--- config.mk ---
export PLATFORM = sky130hd
export DESIGN_NAME = motor_command_sequencer_unit
export DESIGN_NICKNAME = d
export VERILOG_FILES = /design/src/sv/mcs_pkg.sv /design/src/sv/mcs_step.sv /design/src/sv/mcs_resq.sv /design/src/sv/motor_command_sequencer_unit.sv
export SDC_FILE = /design/constraint.sdc
export NUM_CORES = 1
export LEC_CHECK = 0
export BUFFER_PORTS_ARGS = -buffer_cell sky130_fd_sc_hd__buf_4
export CORE_AREA = 2 2 110 112
export CTS_CLUSTER_SIZE = 14
export DETAILED_ROUTE_END_ITERATION = 8
export DIE_AREA = 0 0 112 114
export HOLD_SLACK_MARGIN = 0.06
export SYNTH_ARGS = -nofsm -noshare
export SYNTH_HDL_FRONTEND = slang
export SYNTH_SLANG_ARGS = --single-unit
--- constraint.sdc ---
create_clock -name clk_i -period 3.26 [get_ports clk_i]
set_clock_uncertainty 0.2 [all_clocks]
set_input_delay 0.326 -clock clk_i [delete_from_list [all_inputs] [get_ports clk_i]]
set_output_delay 0.326 -clock clk_i [all_outputs]
set_load 0.01 [all_outputs]
--- src/sv/mcs_pkg.sv ---
// ----------------------------------------------------------------------------
// mcs_pkg: motor command sequencer shared types and constants
// Command codes, reply codes, motor states and the transaction structs that
// pass between the decode logic, the result buffer and the top level.
// ----------------------------------------------------------------------------
package mcs_pkg;

  // Command codes
  localparam logic [4:0] CMD_CONNECT       = 5'd0;
  localparam logic [4:0] CMD_DISCONNECT    = 5'd1;
  localparam logic [4:0] CMD_SET_DIG_OUT   = 5'd2;
  localparam logic [4:0] CMD_GET_DIG_IN    = 5'd3;
  localparam logic [4:0] CMD_GET_ANALOG    = 5'd4;
  localparam logic [4:0] CMD_SET_CTRL_PARA = 5'd5;
  localparam logic [4:0] CMD_GET_CTRL_PARA = 5'd6;
  localparam logic [4:0] CMD_GET_POS_VEL   = 5'd7;
  localparam logic [4:0] CMD_GET_STATUS    = 5'd8;
  localparam logic [4:0] CMD_BRAKE         = 5'd9;
  localparam logic [4:0] CMD_ENABLE_MOTOR  = 5'd10;
  localparam logic [4:0] CMD_SYNC          = 5'd11;
  localparam logic [4:0] CMD_ENABLE_COMM   = 5'd12;
  localparam logic [4:0] CMD_SET_CMD_VAL   = 5'd13;
  localparam logic [4:0] CMD_SET_MOTION    = 5'd14;
  localparam logic [4:0] CMD_EM_STOP       = 5'd15;
  localparam logic [4:0] CMD_RESET_EM_STOP = 5'd16;

  // Reply status codes
  localparam logic [1:0] ST_OK     = 2'd0;
  localparam logic [1:0] ST_NOTACC = 2'd1;
  localparam logic [1:0] ST_ERROR  = 2'd2;

  // Attached data kinds
  localparam logic [2:0] DK_NONE    = 3'd0;
  localparam logic [2:0] DK_DIG_IN  = 3'd1;
  localparam logic [2:0] DK_ANALOG  = 3'd2;
  localparam logic [2:0] DK_DEBUG   = 3'd3;
  localparam logic [2:0] DK_POS_VEL = 3'd4;
  localparam logic [2:0] DK_STATUS  = 3'd5;
  localparam logic [2:0] DK_SYNC    = 3'd6;

  // On/off argument values
  localparam logic [7:0] ARG_OFF = 8'd0;
  localparam logic [7:0] ARG_ON  = 8'd1;

  // Sync acceptance window, exclusive on both ends
  localparam logic signed [8:0] SYNC_LO = -9'sd30;
  localparam logic signed [8:0] SYNC_HI = 9'sd90;

  typedef enum logic [5:0] {
    MS_BRAKE_CLOSED = 6'b000001,
    MS_BRAKE_OPEN   = 6'b000010,
    MS_ENABLED      = 6'b000100,
    MS_SYNCH        = 6'b001000,
    MS_RUNNING      = 6'b010000,
    MS_EMSTOP       = 6'b100000
  } mstate_e;

  typedef struct packed {
    logic [4:0] func;
    logic [1:0] source;
    logic       from_internal;
    logic [7:0] arg;
    logic [8:0] sync_measured;
  } in_t;

  typedef struct packed {
    logic       send_reply;
    logic [4:0] reply_cmd;
    logic [1:0] reply_status;
    logic [2:0] data_kind;
    logic [1:0] destination;
    logic       brake_released;
    logic       motor_on;
    logic       posvel_run;
    logic       comm_run;
    logic       sync_run;
    logic       restart_request;
    logic       last;
  } out_t;

  typedef struct packed {
    logic brake;
    logic motor;
    logic posvel;
    logic comm;
    logic sync;
  } flags_t;

  typedef struct packed {
    logic    connected;
    mstate_e mstate;
    flags_t  flags;
  } ctl_t;

  // Results of one input transaction, handed to the result buffer
  typedef struct packed {
    logic [1:0] cnt;
    out_t       r0;
    out_t       r1;
  } batch_t;

  localparam ctl_t CTL_RESET = '{connected: 1'b0, mstate: MS_BRAKE_CLOSED, flags: '0};

endpackage

--- src/sv/mcs_step.sv ---
// ----------------------------------------------------------------------------
// mcs_step: command decode and state transition
// Given the registered command and the current control state, computes the
// next control state and the zero to two result transactions.
// ----------------------------------------------------------------------------
module mcs_step (
  input  mcs_pkg::in_t   item_i,
  input  mcs_pkg::ctl_t  ctl_i,
  input  logic [8:0]     sync_ref_i,
  output mcs_pkg::ctl_t  ctl_o,
  output mcs_pkg::batch_t batch_o
);
  import mcs_pkg::*;

  logic              rep_en;
  logic              rep_send;
  logic [4:0]        rep_cmd;
  logic [1:0]        rep_status;
  logic [2:0]        rep_kind;
  logic              rep_restart;
  logic              dual;
  logic              reject;
  logic [8:0]        diff;
  logic              sync_ok;
  flags_t            rflags;
  out_t              res0;
  out_t              res1;

  // Wrap the position error into -256..255 and check the window
  assign diff    = item_i.sync_measured - sync_ref_i;
  assign sync_ok = ($signed(diff) > SYNC_LO) && ($signed(diff) < SYNC_HI);

  // Decode the command against connection and motor state
  always_comb begin
    ctl_o       = ctl_i;
    rep_en      = 1'b0;
    rep_send    = 1'b1;
    rep_cmd     = item_i.func;
    rep_status  = ST_OK;
    rep_kind    = DK_NONE;
    rep_restart = 1'b0;
    dual        = 1'b0;
    reject      = 1'b0;

    if (item_i.func == CMD_DISCONNECT) begin
      rep_en      = 1'b1;
      rep_send    = 1'b0;
      rep_cmd     = CMD_CONNECT;
      rep_restart = 1'b1;
      ctl_o       = CTL_RESET;
    end else if (!ctl_i.connected) begin
      if (item_i.func == CMD_CONNECT) begin
        rep_en          = 1'b1;
        ctl_o.connected = 1'b1;
      end else begin
        reject = 1'b1;
      end
    end else begin
      case (item_i.func)
        CMD_SET_DIG_OUT, CMD_SET_CTRL_PARA: begin
        end
        CMD_GET_DIG_IN: begin
          rep_en   = 1'b1;
          rep_kind = DK_DIG_IN;
        end
        CMD_GET_ANALOG: begin
          rep_en   = 1'b1;
          rep_kind = DK_ANALOG;
        end
        CMD_GET_CTRL_PARA: begin
          rep_en   = 1'b1;
          rep_kind = DK_DEBUG;
        end
        CMD_GET_POS_VEL: begin
          rep_en   = 1'b1;
          rep_kind = DK_POS_VEL;
        end
        CMD_GET_STATUS: begin
          rep_en   = 1'b1;
          rep_kind = DK_STATUS;
        end
        default: begin
          case (ctl_i.mstate)
            MS_BRAKE_CLOSED: begin
              if (item_i.func == CMD_BRAKE) begin
                if (item_i.arg == ARG_ON) begin
                  ctl_o.flags.brake = 1'b1;
                  ctl_o.mstate      = MS_BRAKE_OPEN;
                  rep_en            = 1'b1;
                end
              end else begin
                reject = 1'b1;
              end
            end
            MS_BRAKE_OPEN: begin
              if (item_i.func == CMD_BRAKE) begin
                if (item_i.arg == ARG_OFF) begin
                  ctl_o.flags.brake = 1'b0;
                  ctl_o.mstate      = MS_BRAKE_CLOSED;
                  rep_en            = 1'b1;
                end
              end else if (item_i.func == CMD_ENABLE_MOTOR) begin
                if (item_i.arg == ARG_ON) begin
                  ctl_o.flags.motor  = 1'b1;
                  ctl_o.flags.posvel = 1'b0;
                  ctl_o.flags.comm   = 1'b0;
                  ctl_o.flags.sync   = 1'b1;
                  ctl_o.mstate       = MS_ENABLED;
                  rep_en             = 1'b1;
                end
              end else begin
                reject = 1'b1;
              end
            end
            MS_ENABLED: begin
              if (item_i.func == CMD_ENABLE_MOTOR) begin
                if (item_i.arg == ARG_OFF) begin
                  ctl_o.flags.motor  = 1'b0;
                  ctl_o.flags.posvel = 1'b0;
                  ctl_o.flags.comm   = 1'b0;
                  ctl_o.flags.sync   = 1'b0;
                  ctl_o.mstate       = MS_BRAKE_OPEN;
                  rep_en             = 1'b1;
                end
              end else if (item_i.func == CMD_SYNC) begin
                rep_en   = 1'b1;
                rep_kind = DK_SYNC;
                if (sync_ok) begin
                  ctl_o.mstate = MS_SYNCH;
                end else begin
                  ctl_o.flags.motor  = 1'b0;
                  ctl_o.flags.posvel = 1'b0;
                  ctl_o.flags.comm   = 1'b0;
                  ctl_o.flags.sync   = 1'b0;
                  ctl_o.mstate       = MS_BRAKE_OPEN;
                  rep_status         = ST_ERROR;
                end
              end else begin
                reject = 1'b1;
              end
            end
            MS_SYNCH: begin
              if (item_i.func == CMD_ENABLE_COMM) begin
                ctl_o.flags.sync   = 1'b0;
                ctl_o.flags.comm   = 1'b1;
                ctl_o.flags.posvel = 1'b1;
                ctl_o.mstate       = MS_RUNNING;
                rep_en             = 1'b1;
              end else begin
                reject = 1'b1;
              end
            end
            MS_RUNNING, MS_EMSTOP: begin
              if (item_i.func == CMD_SET_CMD_VAL) begin
                rep_en     = 1'b1;
                dual       = 1'b1;
                rep_cmd    = CMD_GET_STATUS;
                rep_kind   = DK_STATUS;
              end else if (item_i.func == CMD_ENABLE_MOTOR) begin
                if (item_i.arg == ARG_OFF) begin
                  ctl_o.flags.motor  = 1'b0;
                  ctl_o.flags.posvel = 1'b0;
                  ctl_o.flags.comm   = 1'b0;
                  ctl_o.flags.sync   = 1'b0;
                  ctl_o.mstate       = MS_BRAKE_OPEN;
                  rep_en             = 1'b1;
                end
              end else if (ctl_i.mstate == MS_RUNNING && item_i.func == CMD_SET_MOTION) begin
                rep_en = 1'b1;
              end else if (ctl_i.mstate == MS_RUNNING && item_i.func == CMD_EM_STOP) begin
                ctl_o.flags.posvel = 1'b0;
                ctl_o.flags.brake  = 1'b0;
                ctl_o.mstate       = MS_EMSTOP;
                rep_en             = !item_i.from_internal;
              end else if (ctl_i.mstate == MS_EMSTOP &&
                           item_i.func == CMD_RESET_EM_STOP) begin
                ctl_o.flags.brake  = 1'b1;
                ctl_o.flags.posvel = 1'b1;
                ctl_o.mstate       = MS_RUNNING;
                rep_en             = 1'b1;
              end else begin
                reject = 1'b1;
              end
            end
            default: begin
            end
          endcase
        end
      endcase
    end

    // Refuse external events; drop internal ones silently
    if (reject && !item_i.from_internal) begin
      rep_en     = 1'b1;
      rep_status = ST_NOTACC;
    end
  end

  // Restart result shows the flags from before the clear
  assign rflags = rep_restart ? ctl_i.flags : ctl_o.flags;

  // Assemble the result transactions
  always_comb begin
    res0.send_reply      = rep_send;
    res0.reply_cmd       = rep_cmd;
    res0.reply_status    = rep_status;
    res0.data_kind       = rep_kind;
    res0.destination     = item_i.source;
    res0.brake_released  = rflags.brake;
    res0.motor_on        = rflags.motor;
    res0.posvel_run      = rflags.posvel;
    res0.comm_run        = rflags.comm;
    res0.sync_run        = rflags.sync;
    res0.restart_request = rep_restart;
    res0.last            = !dual;

    res1              = res0;
    res1.reply_cmd    = CMD_GET_POS_VEL;
    res1.reply_status = ST_OK;
    res1.data_kind    = DK_POS_VEL;
    res1.last         = 1'b1;
  end

  assign batch_o.cnt = dual ? 2'd2 : {1'b0, rep_en};
  assign batch_o.r0  = res0;
  assign batch_o.r1  = res1;

endmodule

--- src/sv/mcs_resq.sv ---
// ----------------------------------------------------------------------------
// mcs_resq: two-slot result buffer
// Holds the results of one command and hands them out one per cycle while the
// output is not stalled; takes the next batch in the cycle that its last held result leaves.
// ----------------------------------------------------------------------------
module mcs_resq (
  input  logic            clk_i,
  input  logic            rst_ni,
  input  logic            push_i,
  input  mcs_pkg::batch_t batch_i,
  output logic            free_o,
  output logic            out_valid_o,
  input  logic            out_stall_i,
  output mcs_pkg::out_t   out_data_o
);
  import mcs_pkg::*;

  logic [1:0] cnt_q, cnt_d;
  out_t       slot0_q, slot0_d;
  out_t       slot1_q, slot1_d;
  logic       pop;

  assign out_valid_o = (cnt_q != 2'd0);
  assign out_data_o  = slot0_q;
  assign pop         = out_valid_o && !out_stall_i;
  assign free_o      = (cnt_q == 2'd0) || ((cnt_q == 2'd1) && pop);

  // Load a new batch, or advance the second slot on a pop
  always_comb begin
    cnt_d   = cnt_q;
    slot0_d = slot0_q;
    slot1_d = slot1_q;
    if (push_i) begin
      cnt_d   = batch_i.cnt;
      slot0_d = batch_i.r0;
      slot1_d = batch_i.r1;
    end else if (pop) begin
      cnt_d   = cnt_q - 2'd1;
      slot0_d = slot1_q;
    end
  end

  always_ff @(posedge clk_i or negedge rst_ni) begin
    if (!rst_ni) begin
      cnt_q <= 2'd0;
    end else begin
      cnt_q <= cnt_d;
    end
  end

  always_ff @(posedge clk_i) begin
    slot0_q <= slot0_d;
    slot1_q <= slot1_d;
  end

  // Never load over a result that is still waiting
  a_push_free: assert property (@(posedge clk_i) disable iff (!rst_ni)
    push_i |-> free_o) else $error("result buffer loaded while busy");

  // First of a pair is never marked last; a single one always is
  a_last_mark: assert property (@(posedge clk_i) disable iff (!rst_ni)
    out_valid_o |-> (out_data_o.last == (cnt_q == 2'd1)))
    else $error("last flag out of step with buffer fill");

  // Popping the first of a pair brings up the second
  a_advance: assert property (@(posedge clk_i) disable iff (!rst_ni)
    (pop && cnt_q == 2'd2) |=> (cnt_q == 2'd1 && out_data_o == $past(slot1_q)))
    else $error("second result not advanced");

endmodule

--- src/sv/motor_command_sequencer_unit.sv ---
// ----------------------------------------------------------------------------
// motor_command_sequencer_unit: motor command sequencer
// The input transaction is held in the input register, decoded, and its
// results are registered in the result buffer. Throughput: one command per
// cycle unless stalled; a two-result command holds back the next one, set by the single result port.
// Reset clears connection, motor state, flags and sync reference at once.
// ----------------------------------------------------------------------------
module motor_command_sequencer_unit (
  input  logic          clk_i,
  input  logic          rst_ni,
  input  logic          in_valid_i,
  output logic          in_stall_o,
  input  mcs_pkg::in_t  in_data_i,
  output logic          out_valid_o,
  input  logic          out_stall_i,
  output mcs_pkg::out_t out_data_o,
  input  logic          cfg_we_i,
  input  logic [8:0]    cfg_wdata_i
);
  import mcs_pkg::*;

  in_t        in_q;
  logic       in_vld_q;
  ctl_t       ctl_q, ctl_d;
  logic [8:0] sync_ref_q;
  batch_t     batch;
  logic       resq_free;
  logic       move;
  logic       accept;

  assign move       = in_vld_q && resq_free;
  assign in_stall_o = in_vld_q && !resq_free;
  assign accept     = in_valid_i && !in_stall_o;

  // Decode the held command
  mcs_step u_step (
    .item_i     (in_q),
    .ctl_i      (ctl_q),
    .sync_ref_i (sync_ref_q),
    .ctl_o      (ctl_d),
    .batch_o    (batch)
  );

  // Queue its results
  mcs_resq u_resq (
    .clk_i       (clk_i),
    .rst_ni      (rst_ni),
    .push_i      (move),
    .batch_i     (batch),
    .free_o      (resq_free),
    .out_valid_o (out_valid_o),
    .out_stall_i (out_stall_i),
    .out_data_o  (out_data_o)
  );

  // Input register valid, control state and sync reference
  always_ff @(posedge clk_i or negedge rst_ni) begin
    if (!rst_ni) begin
      in_vld_q   <= 1'b0;
      ctl_q      <= CTL_RESET;
      sync_ref_q <= '0;
    end else begin
      if (accept) begin
        in_vld_q <= 1'b1;
      end else if (move) begin
        in_vld_q <= 1'b0;
      end
      if (move) begin
        ctl_q <= ctl_d;
      end
      if (cfg_we_i) begin
        sync_ref_q <= cfg_wdata_i;
      end
    end
  end

  // Capture the input transaction payload
  always_ff @(posedge clk_i) begin
    if (accept) begin
      in_q <= in_data_i;
    end
  end

endmodule
### Word-level counts from Yosys, hierarchy flattened

Index checks and enable logic that the tools add are counted.

* bits in registers: 78
* input bits: 39
* output and inout port bits: 22
* word-level logic and storage cells: 213

* $add $sub $neg: 2
* $lt $le $gt $ge: 2
* equality and inequality tests: 35
* muxes and demuxes: 110
* reduce and logical (&&, ||, !) cells: 29

Operator list (number)
* $mux 1: 49
* $mux 6: 8
* $mux 7: 6
* $eq 5x4->1 const B: 8
* $mux 20: 2
* $mux 11: 3
* $mux 4: 8
* $mux 5: 6
* $pmux 6 s5: 1
* $mux 2: 12
* $eq 5x3->1 const B: 4
* $mux 3: 6
* $pmux 3 s6: 1
* $reduce_and 14->1: 1
* $mux 12: 1
* $ne 4x1->1 const B: 3
* $pmux 3 s4: 1
* $eq 5x2->1 const B: 2
* $logic_and 1x1->1: 10
* $pmux 1 s5: 2
* $gt 9x6->1 const B: 1
* $lt 9x8->1 const B: 1
* $ne 3x1->1 const B: 3
* $sub 9x9->9: 1
* other kinds (29): 38

### Depth between registers and ports, before layout

Gate-level depths: netlist of the first run.

* depth after elaboration: 15
* depth in mapped cells: 12

### Modules after synthesis

Synthesis of the first run repeated with hierarchy kept, for this count alone.

* cells, all modules: 434
* area total of the unflattened synthesis: 4981.0 sq um

Modules (own cells, without submodules)
* mcs_step: instances 1, cells an instance 277, area an instance 1751.7 sq um, seq. area each 0.0 sq um
* motor_command_sequencer_unit: instances 1, cells an instance 76, area an instance 1622.8 sq um, seq. area each 1302.5 sq um
* mcs_resq: instances 1, cells an instance 81, area an instance 1606.5 sq um, seq. area each 1251.2 sq um

### Worst setup path before layout of the first run

OpenSTA, ideal clock, no wires.

* kind: reg-to-reg
* from: register in_q[0] in the netlist's numbering
* to: register u_resq.slot0_q (netlist bit u_resq.out_data_o[5]) (data pin)
* library setup time: 0.260 ns
* arrival time: 2.627 ns
* data required time: 2.800 ns
* path slack: 0.173 ns
* stages on the path, launching flop included: 13
* path buffers: 0
* period minus slack after synthesis: 3.087 ns
* cell sequence: edfxtp_1 inv_1 ha_1 inv_1 fa_1 a21o_2 a21oi_1 xnor2_1 a32oi_1 o211ai_1 o31ai_4 o21a_2 mux2_2

RTL lines
* from (decl): RTL line motor_command_sequencer_unit.sv:22 `in_t in_q;`
* from (signal assigned): RTL line motor_command_sequencer_unit.sv:80 `in_q <= in_data_i;`
* to (signal assigned): RTL line mcs_resq.sv:52 `slot0_q <= slot0_d;`
* to (decl): RTL line mcs_resq.sv:19 `out_t slot0_q, slot0_d;`

==> impl_metrics.toml, run 1 <==
[status]
status = "finished, final reports clean"

[cts]
worstSkewPairLatency_ns = 0.35
htree_levels = 3
cts_root_buf = "clkbuf_16"
cts_sinks = 78
cts_made_buffers = 9
cts_tree = "yes"
clk_path_buf_depth = 2
path_clk_slew_ns = 0.06

[synthesis]
synth_edf_count = 54
synth.avg_cell_area_um2 = 10.5
synthesis.nets = 483
synth.distinct_cells = 81
synth_largest_area_cell = "edfxtp_1"
synth_cells = 433
yosysWarnings = 0
async_flop_share = 0.308
synth_top_area_frac = 0.358
synthTopCellsByArea = "edfxtp_1 (36%), dfrtp_1 (13%), nand2_1 (3.8%)"
syn_area_um2 = 4530
synth_flop_cell = "edfxtp_1"
ys_ff_latch = 78
yosysSeqAreaShare = 0.490

[die]
fp.dieH_um = 114
core_area_um2 = 11700
ios = 61
fp.dieW_um = 112
rows = 40
start_util = 0.387
die_area_um2 = 12800

[global_route]
grt_max_degree = 33
antenna_found_initial = 0
grt_pass1_wl_um = 18300
grt_overflow = 0
grt.total_usage = 0.182
grt_pass1_vias = 3758

[routing]
wirelength_um = 11000
post-route-drc-count = 0
wl_per_cell_um = 15.9
drt_pass1_iterations = 5
postRouteAntennaNets = 0
via_count = 3759
vias_per_cell = 5.44
first_iter_violations = 192

[final_layout]
mostFrequentLayoutCells = "buf_4 (80), edfxtp_1 (54), nand2_1 (46)"
drive_gt1_frac = 0.265
syn2layout_area_growth_pct = 30.0
final_common_cell = "buf_4"
nets = 589
diodes = 0
final_util = 0.504
fillers = 1087

[critical_path]
reg2reg_from = "in_q[0]"
critPathArrivalTime_ns = 3.11
start_kind = "flip-flop"
crit_required_ns = 3.16
path_class = "reg2reg"
worstPathMaxFanout = 9
rr_worst_depth = 12
ff2ff_setup_slack_ns = 0.05
end_kind = "flip-flop"
r2r-end = "u_resq.out_data_o[3]"

[min_path]
min_path_cells = 2
hp-class = "in2reg"
hp-start = "cfg_we_i"
hold_path_end = "sync_ref_q[7]"

[place]
gp_congestion = 0.913
dpl.hpwl_um = 7790
pre_cts_ws_ns = 0.0117
portBuffers = 60

[timing]
finalHoldViolCount = 0
slew_headroom = 0.311
rsz0062_at_grt = "true"
setup_slack_ns = 0.0515
hold_ws_ns = 0.0833
drv_slew = 0
tns_ns = 0
finalCritPeriodShare = 0.984
timing.fmax_mhz = 312
min_period_ns = 3.21
worst_pin_slew_ns = 1.03
setup_viol = 0

[power_and_ir_drop]
ir_drop_uv = 570
power_density_nw_per_um2 = 751
p_leak_nw = 2.30

[run]
cap_violations = 0
-- registers in the layout, indices dropped and copies added (netlist names) --
register	flops
ctl_q	12
in_q	25
in_vld_q	1
sync_ref_q	9
u_resq.cnt_q	2
u_resq.out_data_o	20
u_resq.slot1_q	9
-- per-stage QoR --
step	cell area, um2	cells	power, mW
3_3_place_gp	5180	637	3.31
3_5_place_dp	5180	637	3.34
5_1_grt	5900	691	4.73
6_report	5900	691	4.43
2_1_floorplan	4530	433	2.79
4_1_cts	5830	689	4.38
-- synthesized netlist by cell type, drive strengths merged, types with 4 or more instances --
| master | count |
|---|---|
| nor2b | 5 |
| a31oi | 9 |
| clkbuf | 8 |
| nand2 | 48 |
| edfxtp | 54 |
| o211ai | 6 |
| o21ai | 34 |
| mux2 | 7 |
| inv | 25 |
| nor3b | 4 |
| ha | 10 |
| nor4 | 6 |
| a21o | 7 |
| a211oi | 4 |
| and3 | 4 |
| dfrtp | 23 |
| o31ai | 8 |
| xor2 | 5 |
| nand3 | 12 |
| nand2b | 5 |
| buf | 14 |
| o2111ai | 4 |
| nor2 | 34 |
| or2 | 4 |
| nor3 | 13 |
| a21oi | 22 |
-- final cells by class --
class,instances,area (um2),share of cell area
Sequential cell,78,2220,0.377
Clock inverter,6,61.3,0.0104
Tap cell,147,184,0.0312
Timing Repair Buffer,117,981,0.166
Multi-Input combinational cell,306,2120,0.359
Inverter,27,101,0.0172
Clock buffer,10,229,0.0388
-- power by group --
group | switching, mW | internal (mW) | total, mW | leakage (nW)
sequential | 0.142 | 1.45 | 1.59 | 0.816
combinational | 1.06 | 0.795 | 1.85 | 1.34
clock | 0.398 | 0.591 | 0.989 | 0.144
-- repair_timing --
action / in CTS / in global routing
hold buffers: 36 / 0
setup endpoints to repair: 0 / 13
setup buffers: 0 / 2
endpoints found under the hold margin: 59 / 0
gates resized for setup: 0 / 10
-- critical path: stages, from the launching register on --
cell and delay [ns]:
edfxtp_1 0.36, inv_1 0.07, ha_2 0.18, inv_2 0.04, fa_2 0.35, a21o_4 0.23
a221oi_4 0.35, xor2_2 0.15, o211ai_1 0.28, o31ai_4 0.13, buf_12 0.16, o21a_2 0.21
mux2_4 0.25
-- layer usage --
metal  wire length (um)  up-vias  track usage
met5                  0        -            0
met4                330        0       0.0992
met3                515       21       0.0430
met2               5450      108        0.302
met1               4730     1797        0.220
li1                   -     1833            -
-- worst max path at each step --
stage	slack, ns	to	start
floorplan	0.17	u_resq.out_data_o[5]	in_q[0]
global placement	0.08	u_resq.out_data_o[5]	in_q[0]
detailed placement	0.01	u_resq.out_data_o[3]	in_q[0]
CTS	0.005	u_resq.out_data_o[3]	in_q[0]
global route	-0.13	u_resq.out_data_o[5]	in_q[0]
finish	0.05	u_resq.out_data_o[3]	in_q[0]
-- kinds of logic (layout without fill, tap and decap cells) --
family | Yosys count | after routing | share of synthesized area
AO/OA/AOI/OAI | 125 | 125 | 0.208
XOR/XNOR | 8 | 8 | 0.0155
adder cells (fa/ha/maj) | 11 | 11 | 0.0320
buffers and inverters | 49 | 160 | 0.0530
flip-flops | 78 | 78 | 0.490
multiplexers | 7 | 7 | 0.0199
AND/OR/NAND/NOR | 155 | 155 | 0.182
No activity file was read; power rests on OpenSTA's default activity.
==> run 2: changes to the inputs <==
Settings changed: SYNTH_HIERARCHICAL from default to 1.
==> run 2 against run 1 <==
  * The flow now finishes with violations (negative setup slack)
  * Routed wire length shrank 0.14%
  * Synthesized area grew 9.9%
  * Clock power grew 10%
  * Non-clock buffer count grew 4
  * Final cell count shrank 1.0%
  * Core utilization grew 3.3 points
  * Count of clock-buffer cells in the layout grew 1
  * Register-to-register slack lost 0.05 ns
  * Critical path type unchanged
  * Critical endpoint is now u_resq/out_data_o[2]
  * Largest cell class unchanged
==> impl_metrics.toml, run 2 <==
[critical_path]
critPathArrivalTime_ns = 3.15
crit_required_ns = 3.14
worstPathMaxFanout = 4
crit_cells = 13
ff2ff_setup_slack_ns = -0.001
crit_chain = "inv_1 -> ha_2 -> inv_2 -> fa_2 -> a211oi_4 -> o21ai_1 -> a31oi_1 -> xnor2_1 -> a211o_1 -> nand3_2 -> a221oi_4 -> a31oi_2 -> mux2_4"
cp_num_buf_inv = 2
end_kind = "flip-flop"
cp_top_family = "compound AO/OA/AOI/OAI gates"
start_kind = "flip-flop"
reg2reg_from = "in_q[0]"
path_class = "reg2reg"
cpPeakStageDelay_ns = 0.38
cpMaxStageDelayCell = "fa_2"
worstSetupEndpoint = "u_resq/out_data_o[2]"
startpoint = "in_q[0]"
rr_worst_depth = 13
r2r-end = "u_resq/out_data_o[2]"

[min_path]
hp-class = "in2reg"

[power_and_ir_drop]
pwr-share-seq = 0.382
share_comb_of_total_power = 0.396
p_sw_mw = 1.62
p_total_mw = 4.90
power_density_nw_per_um2 = 780
clock_power_share = 0.222
p_int_mw = 3.28
ir_drop_uv = 439
p_leak_nw = 2.59
p_sw_frac = 0.331

[routing]
postRouteAntennaNets = 0
post-route-drc-count = 0
via_count = 3643
drt_pass1_iterations = 5
wirelength_um = 11000
vias_per_cell = 5.33
wl_per_cell_um = 16.1
first_iter_violations = 161

[synthesis]
synth_top_area_frac = 0.392
synth.most_common_cell = "edfxtp_1"
synthTopCellsByArea = "edfxtp_1 (39%), dfrtp_1 (12%), mux2_2 (6.8%)"
yosysWarnings = 6
ys_ff_latch = 89
synth.distinct_cells = 74
yosysSeqAreaShare = 0.513
synth_top_family_by_area = "simple AND/OR/NAND/NOR gates"
synth.avg_cell_area_um2 = 11.5
syn_area_um2 = 4980
synth_mux_area_frac = 0.0995
async_flop_share = 0.270
synth_cells = 434
synth-simple-area-share = 0.150
synth-xor-area-share = 0.0123
synth_edf_count = 65
synth_common_cells = "edfxtp_1 (65), mux2_2 (30), nor2_1 (29)"
synth_flop_cell = "edfxtp_1"
synth_largest_area_cell = "edfxtp_1"
synth_fa_ha_area_frac = 0.0291
synth_compound_area_frac = 0.119

[final_layout]
diodes = 0
regMostFlops = "in_q"
seq_area_um2 = 2550
multi_input_area_um2 = 2140
mostFrequentLayoutCells = "buf_4 (84), edfxtp_1 (65), dlygate4sd3_1 (36)"
final_common_cell = "buf_4"
fillers = 1032
post-route-cell-area_um2 = 6290
syn2layout_area_growth_pct = 26.2
drive_gt1_frac = 0.322
final_util = 0.537
largest_reg_flops = 25
nets = 582

[run]
cap_violations = 0

[timing]
min_period_ns = 3.26
timing.fmax_mhz = 307
setup_slack_ns = -0.00131
finalHoldViolCount = 0
worst_pin_slew_ns = 0.529
tns_ns = -0.00131
setup_viol = 1
hold_ws_ns = 0.125
drv_slew = 0
slew_headroom = 0.647
finalCritPeriodShare = 1.00
rsz0062_at_grt = "true"

[cts]
clk_path_buf_depth = 2
cts_tree = "yes"
cts_sinks = 89
path_clk_slew_ns = 0.06
worstSkewPairLatency_ns = 0.34
htree_levels = 3
cts_root_buf = "clkbuf_16"
cts_made_buffers = 9

[global_route]
grt_pass1_vias = 3617
grt_overflow = 0
grt.total_usage = 0.178
antenna_found_initial = 0
grt_pass1_wl_um = 17900
grt_max_degree = 41

[die]
fp.dieH_um = 114
core_area_um2 = 11700
ios = 61
fp.dieW_um = 112
start_util = 0.425
die_area_um2 = 12800
rows = 40

[place]
portBuffers = 60
dpl.hpwl_um = 7670
gp_congestion = 0.916
postPlaceCellArea_um2 = 5530

[status]
violations = "negative setup slack"
status = "complete, but fails checks"
==> run 2: layer usage <==
layer / routed length, um / share of wire / track usage / vias to the layer above
li1: - / - / - / 1751
met1: 4860 / 0.44 / 0.234 / 1765
met2: 5410 / 0.49 / 0.302 / 112
met3: 543 / 0.049 / 0.0345 / 15
met4: 191 / 0.017 / 0.0528 / 0
met5: 0 / 0 / 0 / -
==> run 2: layout make-up <==
cell class	count	area share
clock buffers	11	0.0370
clock inverters	5	0.0127
inverters	22	0.0131
multi-input cells	289	0.341
flip-flops and latches	89	0.406
well taps	147	0.0292
repair buffers	121	0.161
==> run 2: worst min path at each step <==
stage | cells after the start | start | endpoint
global placement | 1 | rst_ni | sync_ref_q[0]
floorplan | 0 | rst_ni | ctl_q[0]
global route | 3 | out_stall_i | u_resq/cnt_q[1]
detailed placement | 1 | rst_ni | sync_ref_q[0]
finish | 3 | out_stall_i | u_resq/cnt_q[1]
CTS | 3 | out_stall_i | u_resq/cnt_q[1]
==> run 2: kinds of logic (layout without fill, tap and decap cells) <==
group / after synthesis / in the layout
and+or+nand+nor: 132 / 132
DFF: 89 / 89
AOI/OAI and AO/OA: 87 / 87
buffers and inverters: 65 / 159
muxes: 41 / 41
adders and majority gates: 11 / 11
xor gates and xnor gates: 7 / 7
other: 2 / 11
==> run 2: worst register-to-register path, delay by kind of cell (launching register included) <==
family          cells  cell delay, ns
buf+inv             2            0.11
mux                 1            0.27
xor+xnor            1            0.16
flops               1            0.36
fa+ha+maj           2            0.56
compound gates      6            1.24
simple gates        1            0.11
==> run 2: through the flow <==
stage	worst slack (ns)	std cells
6_report	-0.00131	684
5_1_grt	-0.227	684
4_1_cts	0.0311	680
3_5_place_dp	-0.0300	628
3_3_place_gp	0.00217	628
2_1_floorplan	0.00959	443
==> run 2: timing repair <==
| item | 4_1_cts | 5_1_grt |
|---|---|---|
| endpoints found under the setup margin | 3 | 9 |
| pin swaps | 2 | 14 |
| hold buffers | 36 | 0 |
| endpoints found under the hold margin | 59 | 0 |
| resized for setup | 2 | 9 |
| setup buffers | 0 | 4 |
==> run 2: power by group through the flow <==
stage / sequential (mW) / clock (mW) / combinational [mW]
2_1_floorplan: 1.89 / 0 / 1.28
3_3_place_gp: 1.88 / 0 / 1.84
5_1_grt: 1.91 / 1.15 / 2.13
4_1_cts: 1.87 / 1.11 / 1.92
3_5_place_dp: 1.89 / 0 / 1.87
6_report: 1.87 / 1.09 / 1.94
==> run 3: changes to the inputs <==
Settings changed: PLACE_DENSITY_LB_ADDON from default to 0.15.
==> run 3 against run 2 <==
  * The run now ends clean
  * Final area hardly changed
  * Clock power down 5%
  * Global-route usage up 0.92 points
  * Highest routed layer unchanged
==> impl_metrics.toml, run 3 (same netlist as run 2, synthesis figures left out) <==
[cts]
cts_root_buf = "clkbuf_16"
htree_levels = 3
cts_tree = "yes"
cts_made_buffers = 9
path_clk_slew_ns = 0.06
cts_sinks = 89
clk_path_buf_depth = 2
worstSkewPairLatency_ns = 0.35

[routing]
vias_per_cell = 5.28
via_count = 3617
wl_per_cell_um = 16.3
wirelength_um = 11200
post-route-drc-count = 0
postRouteAntennaNets = 0
first_iter_violations = 164
drt_pass1_iterations = 4

[timing]
timing.fmax_mhz = 310
worst_pin_slew_ns = 0.544
slew_headroom = 0.637
setup_viol = 0
hold_ws_ns = 0.0910
tns_ns = 0
drv_slew = 0
finalHoldViolCount = 0
rsz0062_at_grt = "true"
min_period_ns = 3.23
finalCritPeriodShare = 0.991

[min_path]
hp-class = "in2reg"
min_path_cells = 3

[place]
portBuffers = 60
dpl.hpwl_um = 7830
gp_congestion = 0.917

[critical_path]
end_kind = "flip-flop"
path_class = "reg2reg"
cpPeakStageDelay_ns = 0.38
critPathArrivalTime_ns = 3.13
start_kind = "flip-flop"
crit_required_ns = 3.16
rr_worst_depth = 13
crit_chain = "inv_1 -> ha_2 -> inv_2 -> fa_2 -> a211oi_4 -> o21bai_1 -> a21oi_1 -> xnor2_1 -> a211o_1 -> nand3_2 -> a221oi_4 -> a31oi_2 -> mux2_4"
cpMaxStageDelayCell = "fa_2"
worstPathMaxFanout = 4

[power_and_ir_drop]
share_comb_of_total_power = 0.404
clock_power_share = 0.213
pwr-share-seq = 0.382
power_density_nw_per_um2 = 775
p_int_mw = 3.23
p_leak_nw = 2.60
p_sw_mw = 1.64
p_sw_frac = 0.336
ir_drop_uv = 436
p_total_mw = 4.87

[final_layout]
final_util = 0.537
syn2layout_area_growth_pct = 26.2
mostFrequentLayoutCells = "buf_4 (84), edfxtp_1 (65), dlygate4sd3_1 (36)"
multi_input_area_um2 = 2150
largest_reg_flops = 25
seq_area_um2 = 2550
diodes = 0
nets = 583
fillers = 1072
drive_gt1_frac = 0.323
final_common_cell = "buf_4"
regMostFlops = "in_q"

[global_route]
grt_max_degree = 47
grt_pass1_wl_um = 18600
antenna_found_initial = 0
grt.total_usage = 0.187
grt_pass1_vias = 3755
grt_overflow = 0

[die]
die_area_um2 = 12800
fp.dieH_um = 114
start_util = 0.425
core_area_um2 = 11700
fp.dieW_um = 112
ios = 61
rows = 40

[status]
status = "finished, final reports clean"

[run]
cap_violations = 0
==> run 3: changes by cell type in the layout (fill, tap and decap cells not counted), sizes merged <==
cell	before	now
inv	21	22
clkinvlp	2	1
clkinv	2	3
bufinv	2	1
buf	85	86
==> run 3: power groups by stage <==
stage                     combinational, mW  sequential, mW  clock, mW
after detailed placement               1.88            1.89          0
final                                  1.97            1.86       1.04
after global placement                 1.86            1.87          0
after CTS                              1.93            1.87       1.07
after global routing                   2.16            1.91       1.12
after floorplan                        1.28            1.89          0
==> run 3: critical path, delay by kind of cell (launching register included) <==
kind,cells,cell delay (ns)
mux,1,0.27
flops,1,0.36
buf+inv,2,0.11
compound gates,6,1.19
simple gates,1,0.11
fa+ha+maj,2,0.56
xor+xnor,1,0.16
==> run 3: worst paths after layout <==
kind | from | endpoint | slack [ns]
worst max-delay path | in_q[0] | u_resq/out_data_o[3] | 0.03
worst min-delay path | out_stall_i | u_resq/cnt_q[1] | 0.09
worst max register to register | in_q[0] | u_resq/out_data_o[3] | 0.03
worst min register to register | in_q[19] | u_resq/slot1_q[8] | 0.25
max in group asynchronous | rst_ni | ctl_q[5] | 2.32
min in group asynchronous | rst_ni | in_vld_q | 0.23
==> run 3: area by class of cell <==
| type | instances | share of cell area |
|---|---|---|
| well taps | 147 | 0.0293 |
| flip-flops and latches | 89 | 0.406 |
| multi-input cells | 289 | 0.341 |
| clock inverters | 5 | 0.00876 |
| clock buffers | 11 | 0.0386 |
| repair buffers | 122 | 0.163 |
| inverters | 22 | 0.0131 |
==> run 3: timing repair <==
item,4_1_cts,5_1_grt
endpoints found under the setup margin,2,11
resized for setup,2,10
hold endpoints to repair,59,0
pin swaps,0,14
hold buffers,36,0
buffers inserted,0,5
==> run 3: stage by stage <==
step	worst slack (ns)	instance area, um2	std cells
after detailed placement	-0.0236	5530	628
after global routing	-0.142	6290	685
final	0.0292	6290	685
after floorplan	0.00959	5020	443
after global placement	0.0285	5530	628
after CTS	0.00363	6210	680
==> run 3: per-layer routing <==
layer | global-route usage | part of all wire | vias to the layer above
met1 | 0.233 | 0.43 | 1741
met4 | 0.0951 | 0.023 | 0
met3 | 0.0356 | 0.044 | 20
met5 | 0 | 0 | -
li1 | - | - | 1755
met2 | 0.314 | 0.50 | 101
